--- config.mk ---
export PLATFORM = sky130hd
export DESIGN_NAME = tdl_div
export DESIGN_NICKNAME = d
export VERILOG_FILES = /design/src/rtl/tdl_pkg.sv /design/src/rtl/tdl_div.sv
export SDC_FILE = /design/constraint.sdc
export NUM_CORES = 1
export LEC_CHECK = 0
export BUFFER_PORTS_ARGS = -buffer_cell sky130_fd_sc_hd__buf_2
export CORE_MARGIN = 10
export CORE_UTILIZATION = 36
export DETAILED_ROUTE_END_ITERATION = 8
export GPL_TIMING_DRIVEN = 0
export PLACE_DENSITY = 0.65
export SYNTH_ARGS = -nofsm -noshare
export SYNTH_HDL_FRONTEND = slang
export SYNTH_SLANG_ARGS = --single-unit
--- constraint.sdc ---
create_clock -name clk -period 4.85 [get_ports clk]
set_clock_uncertainty 0.05 [all_clocks]
set_input_delay 0.485 -clock clk [delete_from_list [all_inputs] [get_ports clk]]
set_output_delay 0.485 -clock clk [all_outputs]
set_load 0.02 [all_outputs]
--- src/rtl/tdl_pkg.sv ---
package tdl_pkg;

	localparam int TABLE_ENTRIES_DEF = 1024;
	localparam int SEGS_PER_ENTRY_DEF = 1;

	// working width of the shared multiplier product and rounding
	localparam int MW = 68;
	// divider numerator and remainder widths
	localparam int DIV_W = 56;
	localparam int REM_W = 31;
	// bits of the exp argument in q16
	localparam int EXP_BITS = 20;

	// dt * beta at which dt*beta*256/1000 reaches 2^20 and exp underflows
	localparam int X_LIMIT = 4096000;
	// ceil(2^40 / 1000): exact floor division by 1000 below 2^30
	localparam logic [30:0] X_RECIP = 31'd1099511628;
	localparam int X_SHIFT = 40;

	localparam int SAT_MAX = 8388607;
	localparam int SAT_MIN = -8388608;

	// configuration register indexes
	localparam logic [1:0] REG_LEARN_RATE = 2'd0;
	localparam logic [1:0] REG_TRACE_LAMBDA = 2'd1;
	localparam logic [1:0] REG_TIME_DECAY = 2'd2;
	localparam logic [1:0] REG_CAR_WIDTH = 2'd3;

	typedef struct packed {
		logic [9:0] segment_index;
		logic signed [23:0] target_accel;
		logic signed [23:0] steer_error;
		logic signed [23:0] right_clearance;
		logic signed [23:0] left_clearance;
		logic reversing;
		logic [31:0] time_ms;
	} in_word_t;

	typedef struct packed {
		logic signed [23:0] predicted_accel;
		logic table_updated;
	} out_word_t;

	// one table row: value, error and trace side by side
	typedef struct packed {
		logic signed [23:0] value;
		logic signed [23:0] error;
		logic signed [23:0] trace;
	} tbl_word_t;

	localparam int WORD_W = $bits(tbl_word_t);

	// exp(-2^(b-16)) in q30
	localparam logic [29:0] EXP_Q30 [EXP_BITS] = '{
		30'd1073725440, 30'd1073709056, 30'd1073676290, 30'd1073610760,
		30'd1073479712, 30'd1073217664, 30'd1072693760, 30'd1071646719,
		30'd1069555701, 30'd1065385899, 30'd1057095000, 30'd1040706261,
		30'd1008687096, 30'd947573834, 30'd836230973, 30'd651257337,
		30'd395007542, 30'd145315154, 30'd19666268, 30'd360200
	};

	// divide by 2^16, round to nearest, ties away from zero
	function automatic logic signed [MW-1:0] rshr16(input logic signed [MW-1:0] v);
		logic signed [MW-1:0] mag;
		logic signed [MW-1:0] r;
		mag = (v < 0) ? -v : v;
		r = (mag + MW'(32768)) >>> 16;
		return (v < 0) ? -r : r;
	endfunction

	function automatic logic signed [23:0] sat24(input logic signed [MW-1:0] v);
		if (v > MW'(SAT_MAX)) begin
			return 24'(SAT_MAX);
		end
		if (v < MW'(SAT_MIN)) begin
			return 24'(SAT_MIN);
		end
		return v[23:0];
	endfunction

endpackage

--- src/rtl/tdl_div.sv ---
module tdl_div (
	input  logic                            clk,
	input  logic                            arst_n,
	input  logic                            start,
	input  logic [tdl_pkg::DIV_W-1:0]       num,
	input  logic [tdl_pkg::REM_W-1:0]       den,
	output logic                            done,
	output logic [tdl_pkg::DIV_W-1:0]       quo
);
	import tdl_pkg::*;

	logic busy_q;
	logic done_q;
	logic [5:0] cnt_q;
	logic [REM_W-1:0] rem_q;
	logic [REM_W-1:0] den_q;
	logic [DIV_W-1:0] quo_q;
	logic [REM_W:0] trial;
	logic ge;

	// restoring division, one quotient bit a cycle
	assign trial = {rem_q, quo_q[DIV_W-1]};
	assign ge = trial >= {1'b0, den_q};

	always_ff @(posedge clk or negedge arst_n) begin
		if (!arst_n) begin
			busy_q <= 1'b0;
			done_q <= 1'b0;
			cnt_q <= '0;
		end else begin
			done_q <= 1'b0;
			if (start) begin
				busy_q <= 1'b1;
				cnt_q <= '0;
				rem_q <= '0;
				den_q <= den;
				quo_q <= num;
			end else if (busy_q) begin
				rem_q <= ge ? REM_W'(trial - {1'b0, den_q}) : trial[REM_W-1:0];
				quo_q <= {quo_q[DIV_W-2:0], ge};
				cnt_q <= cnt_q + 6'd1;
				if (cnt_q == 6'(DIV_W - 1)) begin
					busy_q <= 1'b0;
					done_q <= 1'b1;
				end
			end
		end
	end

	assign done = done_q;
	assign quo = quo_q;

endmodule

==> key figures, run 1 <==
Yosys
  – Post-synthesis register bit count: 126
  – Mapped Area: 7160 um2
  – Yosys warns: 0
  – Average size of a mapped cell: 11.7 um2
  – Syn_nets: 734
  – Main synth FF type: edfxtp_1
  – Register area share after synthesis: 52.3%
  – Post-Synthesis Cells: 611
  – Synth unique cells: 62
  – Share of flip-flops with an asynchronous set or reset: 6.35%
  – Post-synth EDFFs: 118

Floorplanning
  – Die Ht: 161 um
  – Core Area: 19500 um2
  – Initial Utilization: 36.7%
  – I/O pin total: 147
  – Rows: 51
  – Chip Width: 161 um
  – Die ar.: 25900 um2

Worst setup path
  – Crit path DAT: 3650 ps
  – Slowest cell on crit path: edfxtp_1
  – Worst path cell trace: inv_1 -> ha_1 -> fa_1 -> nand2b_1 -> a21oi_1 -> nor3b_2 -> o21ai_2 -> a31oi_2 -> a221oi_4 -> a31oi_4 -> buf_6 -> buf_6 -> a31oi_1 -> o31ai_1
  – Reg2Reg Depth: 14
  – Setup crit end kind: flop
  – Crit-path max FO: 10
  – Worst path max stage delay: 440 ps
  – CP dominant cell by count: buf_6
  – Worst r2r src: quo[55]
  – Critical Path RT: 4970 ps
  – Crit path launch: quo[55]
  – Reg2reg setup slack: 1330 ps
  – End of the worst register-to-register path: rem_q[28]
  – Critical path class: flop to flop
  – Worst Setup EP: rem_q[28]
  – Setup crit start kind: flop

Final layout
  – Commonest non-fill, non-tap cells in the layout: buf_2, edfxtp_1, mux2_2
  – Final instance area: 8810 um2
  – Most common cell after layout, fill and taps aside: buf_2
  – NumNets Final: 899
  – Non-filler cells, final: 1055
  – Synthesis-to-finish area growth: 23.1%
  – Layout cell share with drive strength beyond 1: 31.9%
  – Fillers: 1876

Global route
  – Vias in the first global route: 5727
  – Antenna violations before repair: 3
  – Largest net degree at the start of global routing: 42
  – GRT overflow: 0
  – First-pass GRT wire length: 30400 um
  – GRT Util Overall: 14.7%

Hold path
  – Hold crit path type: input pin to flop
  – Hold depth: 1

Clock network
  – Clk_lat worst skew: 430 ps
  – Cts repair resizes: 0
  – CTS Hold Buffers Added: 0
  – TritonCTS Buffers: 17
  – TritonCTS clock tree: built
  – CTS Buffer Depth: 2
  – CTS H-tree lvls: 4
  – Clk root buf: clkbuf_16
  – CTS sink count: 126
  – Clock-pin slew on the worst setup and hold paths: 60 ps
  – Post-CTS setup buffers: 0

STA
  – Least-Margin Pin Slew: 993 ps
  – Hold Slack: 173 ps
  – Final min period: 3520 ps
  – Final Hold Fails: 0
  – RSZ-0062 raised after global routing: false
  – Slew headroom: 33.8%
  – # setup viols final: 0
  – Final setup margin: 1330 ps
  – Pins Over Slew Limit: 0
  – F_max: 284 MHz
  – Period utilization: 72.6%

Power
  – Cell Pwr Density: 405 nW/um2
  – Leak: 3.66 nW
  – Peak VDD IR: 0.235 mV

Status
  – Run status: finished clean

Route
  – DR pass1 iterations: 5
  – Final ANT Viol Nets: 0
  – Drt initial violations: 288
  – Final WL: 18800 um
  – Routed len/inst: 17.8 um
  – Vias/cell: 5.08
  – Vias: 5363
  – DRC: 0

Placement
  – Pre-CTS setup slack: 1320 ps
  – Dpl cell area: 8240 um2
  – Placed cells: 1022
  – Port Buffer Count: 145
  – Detailed Place HPWL: 14000 um
  – Final GP Congestion: 0.871

Flow run
  – Max_cap viols: 0
## cell families after synthesis
group	synth area share [%]
compound gates	13.1
mux	11.7
fa+ha+maj	5.87
flops	52.3
simple gates	9.54
buf+inv	3.95
xor+xnor	3.55
## Yosys cell counts, drive strengths merged, types with 8 or more instances
library cell / n / area, um2
nor2: 52 / 195
nand4: 9 / 56.3
mux2: 55 / 619
clkbuf: 22 / 83.8
a21oi: 35 / 175
xnor2: 15 / 131
dfrtp: 8 / 200
o21ai: 21 / 109
o21a: 8 / 60.1
ha: 32 / 400
xor2: 14 / 123
a211oi: 21 / 158
nand2: 39 / 146
inv: 41 / 154
edfxtp: 118 / 3540
mux2i: 22 / 220
## state kept, by name, summed over array words and instances, names as in the netlist
register,flops
quo,56
den_q,31
rem_q,31
cnt_q,6
busy_q,1
done,1
## power breakdown
part	switching [W]	internal, W
Sequential	0.0000673	0.00133
Combinational	0.000530	0.000403
Clock	0.000563	0.000684
## how the worst min path moves through the flow
stage	startpoint	to	slack, ps
6_report	den[22]	den_q[22]	170
5_1_grt	den[25]	den_q[25]	160
4_1_cts	den[23]	den_q[23]	160
3_5_place_dp	cnt_q[5]	cnt_q[5]	500
3_3_place_gp	cnt_q[1]	cnt_q[1]	490
2_1_floorplan	arst_n	busy_q	140
## through the flow
stage / TNS, ps / power, W / util (%)
3_5_place_dp: 0 / 0.00234 / 42.2
6_report: 0 / 0.00357 / 45.1
2_1_floorplan: 0 / 0.00209 / -
4_1_cts: 0 / 0.00361 / 45.1
3_3_place_gp: -45040 / 0.00233 / 42.1
5_1_grt: 0 / 0.00377 / 45.1
## worst max-delay path: cells and delay by family, from the launching register on
family	cells	cell delay [ps]
simple gates	2	280
fa+ha+maj	2	640
flops	1	440
compound gates	7	1430
buf+inv	3	420
## cell type report
class / count / area, um2 / share of cell area (%)
sequential: 126 / 3740 / 42.5
multi-input combinational: 416 / 3140 / 35.6
timing repair buffer: 146 / 746 / 8.46
clock buffer: 17 / 425 / 4.83
tap: 265 / 332 / 3.76
inverter: 41 / 154 / 1.75
clock inverter: 15 / 143 / 1.62
buffer: 28 / 129 / 1.46
antenna: 1 / 2.50 / 0.0284
## layer usage
metal	GRT usage [%]	part of all wire [%]
met1	17.5	43
met2	22.2	45
met3	8.13	11
met4	4.30	0.96
met5	0	0.12
Note: power is estimated with default switching activity, not from simulation.
==> run 2: changes to the inputs <==
Clock period 4.85 ns to 3.6 ns, I/O delays scaled along.
==> key figures, run 2 (synthesized netlist as in run 1, its figures left out) <==
Clock network
  – Clk_lat worst skew: 420 ps
  – TritonCTS Buffers: 17
  – Clk root buf: clkbuf_16
  – CTS Buffer Depth: 2
  – CTS sink count: 126
  – TritonCTS clock tree: built
  – Clock-pin slew on the worst setup and hold paths: 60 ps
  – CTS H-tree lvls: 4
  – Post-CTS setup buffers: 0

Placement
  – Final GP Congestion: 0.898
  – Detailed Place HPWL: 14200 um
  – Port Buffer Count: 145
  – Pre-CTS setup slack: 157 ps

STA
  – Period utilization: 93.5%
  – Least-Margin Pin Slew: 1000 ps
  – F_max: 297 MHz
  – Final min period: 3370 ps
  – Final setup margin: 234 ps
  – # setup viols final: 0
  – Setup Total Neg Slack: 0 ps
  – Slew headroom: 33.4%
  – Final Hold Fails: 0
  – RSZ-0062 raised after global routing: false
  – Pins Over Slew Limit: 0

Worst setup path
  – Crit-path max FO: 10
  – CP dominant cell by count: buf_6
  – Setup crit end kind: flop
  – Setup crit start kind: flop
  – Critical path class: flop to flop
  – Crit path DAT: 3490 ps
  – Slowest cell on crit path: edfxtp_1
  – Critical Path RT: 3730 ps
  – Worst path max stage delay: 430 ps
  – Worst path cell trace: inv_1 -> ha_1 -> fa_1 -> nand2b_1 -> a21oi_2 -> nor3b_2 -> o21ai_2 -> a31oi_2 -> a221oi_4 -> a31oi_4 -> buf_6 -> buf_6 -> a32oi_1 -> nand2_1

Power
  – P_sw: 0.00150 W
  – Leak: 3.68 nW
  – Seq pwr share: 38.6%
  – Combinational power share: 25.8%
  – Net Sw Frac: 30.9%
  – Peak VDD IR: 0.329 mV
  – Clock network fraction of total power: 35.6%
  – P_int: 0.00336 W
  – Cell Pwr Density: 548 nW/um2

Route
  – Final ANT Viol Nets: 0
  – Routed len/inst: 17.9 um
  – Final WL: 18900 um
  – Vias: 5343
  – DR pass1 iterations: 4
  – Drt initial violations: 307
  – Vias/cell: 5.06
  – DRC: 0

Global route
  – Met2 Use GR: 22.4%
  – Largest net degree at the start of global routing: 42
  – Grt peak-use layer: met2
  – Vias in the first global route: 5619
  – GRT overflow: 0
  – Met1 usage: 17.5%
  – Antenna violations before repair: 4
  – First-pass GRT wire length: 30200 um
  – GRT Util Overall: 14.7%
  – Met3 usage: 7.93%

Floorplanning
  – Core Area: 19500 um2
  – I/O pin total: 147
  – Rows: 51
  – Die Ht: 161 um
  – Initial Utilization: 36.7%
  – Chip Width: 161 um
  – Die ar.: 25900 um2

Final layout
  – Commonest non-fill, non-tap cells in the layout: buf_2, edfxtp_1, mux2_2
  – NumNets Final: 900
  – Layout cell share with drive strength beyond 1: 32.1%
  – Synthesis-to-finish area growth: 23.9%
  – Most common cell after layout, fill and taps aside: buf_2
  – Number of flip-flops in the largest register: 56

Status
  – Run status: finished clean

Flow run
  – Max_cap viols: 0

Hold path
  – Hold crit path type: input pin to asynchronous set/reset pin
## run 2: cell types whose count changed in the layout (fill, tap and decap cells not counted), sizes merged
cell    change
diode       +1
clkinv      +4
bufinv      +2
inv         -7
buf         +1
## run 2: area by class of cell
cell class              instances  area [um2]
fillers                      1863       10700
flip-flops and latches        126        3740
multi-input cells             416        3140
repair buffers                147         781
clock buffers                  17         425
well taps                     265         332
clock inverters                14         159
inverters                      41         154
plain buffers                  28         129
diodes                          2        5.00
## run 2: path summary, 6_finish.rpt
kind | slack [ps] | to | cells after the start | from
max | 230 | rem_q[25] | 14 | quo[55]
min | 60 | done | 1 | arst_n
max reg2reg | 230 | rem_q[25] | 14 | quo[55]
min reg2reg | 510 | cnt_q[1] | 2 | cnt_q[1]
max in group asynchronous | 2820 | cnt_q[4] | 1 | arst_n
min in group clk | 60 | den_q[23] | 1 | den[23]
## run 2: what timing repair did
action | 4_1_cts | 5_1_grt
hold buffers | 0 | 0
setup endpoints to repair | 0 | 10
gates resized for setup | 0 | 2
## run 2: through the flow
stage | hold WS (ps) | std cells | instance area (um2) | utilization, % | total power, W
global placement | 488 | 1021 | 8220 | 42.1 | 0.00314
global route | 42.1 | 1054 | 8870 | 45.4 | 0.00513
finish | 57.7 | 1056 | 8870 | 45.4 | 0.00487
CTS | 35.8 | 1054 | 8860 | 45.4 | 0.00491
detailed placement | 488 | 1023 | 8280 | 42.4 | 0.00316
floorplan | 14.4 | 611 | 7160 | - | 0.00282
## run 2: critical path, delay by kind of cell, from the launching register on
kind,cells,cell delay (ps)
AOI/OAI and AO/OA,6,1260
adders and majority gates,2,620
buffers and inverters,3,420
DFF,1,430
and+or+nand+nor,3,330
## run 2: routing by layer
metal | up-vias | share of wire [%]
met4 | 2 | 1.1
met3 | 17 | 11
met1 | 2503 | 43
met5 | - | 0.037
li1 | 2625 | -
met2 | 196 | 45
## run 2: power by group through the flow
stage / registers (W) / clock network (W) / logic, W
after global routing: 0.00190 / 0.00183 / 0.00140
after CTS: 0.00188 / 0.00177 / 0.00126
final: 0.00188 / 0.00173 / 0.00126
after detailed placement: 0.00190 / 0 / 0.00125
after floorplan: 0.00194 / 0 / 0.000884
after global placement: 0.00191 / 0 / 0.00123
==> run 3: changes to the inputs <==
Settings changed: CORE_ASPECT_RATIO set to 1.4, SLEW_MARGIN set to 0.
==> key figures, run 3 (synthesized netlist as in run 1, its figures left out) <==
Worst setup path
  – Worst r2r src: quo[55]
  – End of the worst register-to-register path: rem_q[28]
  – Crit path launch: quo[55]
  – Reg2Reg Depth: 14
  – Setup crit end kind: flop
  – Worst Setup EP: rem_q[28]
  – Reg2reg setup slack: 250 ps
  – Critical path class: flop to flop
  – Critical Path RT: 3710 ps
  – Crit-path max FO: 10
  – Setup crit start kind: flop
  – Crit path DAT: 3460 ps

Hold path
  – Hold crit path type: input pin to asynchronous set/reset pin

Placement
  – Detailed Place HPWL: 14200 um
  – Final GP Congestion: 0.854
  – Placed cells: 1010
  – Port Buffer Count: 145

Final layout
  – Most common cell after layout, fill and taps aside: buf_2
  – Diode count: 0
  – Layout cell share with drive strength beyond 1: 32.2%
  – Seq. cell area: 3740 um2
  – Commonest non-fill, non-tap cells in the layout: buf_2, edfxtp_1, mux2_2
  – NumNets Final: 901
  – Fillers: 1884
  – Number of flip-flops in the largest register: 56
  – Non-filler cells, final: 1043
  – Multi-input gate area: 3140 um2
  – Synthesis-to-finish area growth: 24.2%

Route
  – DRC: 0
  – Drt initial violations: 252
  – Vias: 5345
  – DR pass1 iterations: 4
  – Routed len/inst: 18.1 um
  – Vias/cell: 5.12
  – Final ANT Viol Nets: 0
  – Final WL: 18800 um

Status
  – Run status: finished clean

Floorplanning
  – Core Area: 19700 um2
  – I/O pin total: 147
  – Die Ht: 187 um
  – Rows: 61
  – Die ar.: 26000 um2
  – Initial Utilization: 36.4%
  – Chip Width: 139 um

STA
  – Final min period: 3350 ps
  – Final Hold Fails: 0
  – F_max: 298 MHz
  – Period utilization: 93.1%
  – # setup viols final: 0
  – Pins Over Slew Limit: 0
  – Least-Margin Pin Slew: 999 ps
  – RSZ-0062 raised after global routing: false
  – Slew headroom: 33.4%
  – Hold Slack: 51.3 ps

Global route
  – GRT overflow: 0
  – GRT Util Overall: 14.4%
  – Antenna violations before repair: 0
  – Vias in the first global route: 5867
  – Largest net degree at the start of global routing: 42
  – First-pass GRT wire length: 30400 um

Clock network
  – Clock-pin slew on the worst setup and hold paths: 70 ps
  – TritonCTS Buffers: 17
  – CTS sink count: 126
  – CTS Hold Buffers Added: 0
  – CTS Buffer Depth: 2
  – Clk root buf: clkbuf_16
  – Clk_lat worst skew: 430 ps
  – CTS H-tree lvls: 4
  – TritonCTS clock tree: built

Power
  – Cell Pwr Density: 556 nW/um2
  – Peak VDD IR: 0.311 mV
  – Leak: 3.70 nW

Flow run
  – Max_cap viols: 0
## run 3: cell count changes in the layout (fill, tap and decap cells not counted), sizes merged
cell	change
inv	+5
clkinv	-3
diode	-2
buf	+1
clkinvlp	-1
## run 3: worst max-delay path: stages, from the launching register on
cell and delay (ps):
edfxtp_1 400, inv_1 60, ha_1 230, fa_1 430, nand2b_1 200, a21oi_2 210
nor3b_2 80, o21ai_2 160, a31oi_2 150, a221oi_4 350, a31oi_4 170, buf_6 200
buf_6 150, a31oi_1 170, o31ai_1 100
## run 3: through the flow
| step | util (%) | cell area [um2] | setup TNS [ps] | power [W] | setup WS, ps |
|---|---|---|---|---|---|
| finish | 45.2 | 8890 | 0 | 0.00494 | 249 |
| CTS | 45.1 | 8880 | 0 | 0.00500 | 13.1 |
| global placement | 41.7 | 8200 | -20900 | 0.00314 | -375 |
| detailed placement | 42.0 | 8260 | 0 | 0.00316 | 52.9 |
| global route | 45.2 | 8890 | 0 | 0.00521 | 44.3 |
| floorplan | - | 7160 | 0 | 0.00282 | 403 |
## run 3: repair_timing
item / CTS / global route
endpoints found under the setup margin: 0 / 23
buffers inserted: 0 / 1
gates resized for setup: 0 / 1
hold endpoints to repair: 0 / 0
## run 3: layer usage
layer | track usage [%] | part of all wire, % | up-vias
met5 | 0 | 0 | -
met4 | 4.59 | 1.1 | 0
met3 | 6.20 | 8.5 | 12
met2 | 25.5 | 52 | 150
met1 | 14.9 | 39 | 2558
li1 | - | - | 2625
## run 3: worst min-delay path by stage
stage | slack, ps | end | start | cells past startpoint
2_1_floorplan | 10 | busy_q | arst_n | 0
3_3_place_gp | 480 | cnt_q[1] | cnt_q[1] | 2
3_5_place_dp | 490 | den_q[10] | den[10] | 1
4_1_cts | 40 | den_q[22] | den[22] | 1
5_1_grt | 40 | den_q[19] | den[19] | 1
6_report | 50 | cnt_q[1] | arst_n | 1
## run 3: cell type report
class,count,area share (%)
clock inverters,15,2.17
flip-flops and latches,126,42.1
well taps,252,3.55
multi-input cells,416,35.4
clock buffers,17,4.78
repair buffers,148,8.86
inverters,41,1.73
plain buffers,28,1.45
## run 3: power breakdown
group          switching (W)  internal (W)
Clock               0.000747       0.00106
Sequential         0.0000867       0.00179
Combinational       0.000714      0.000551
Total                0.00155       0.00340
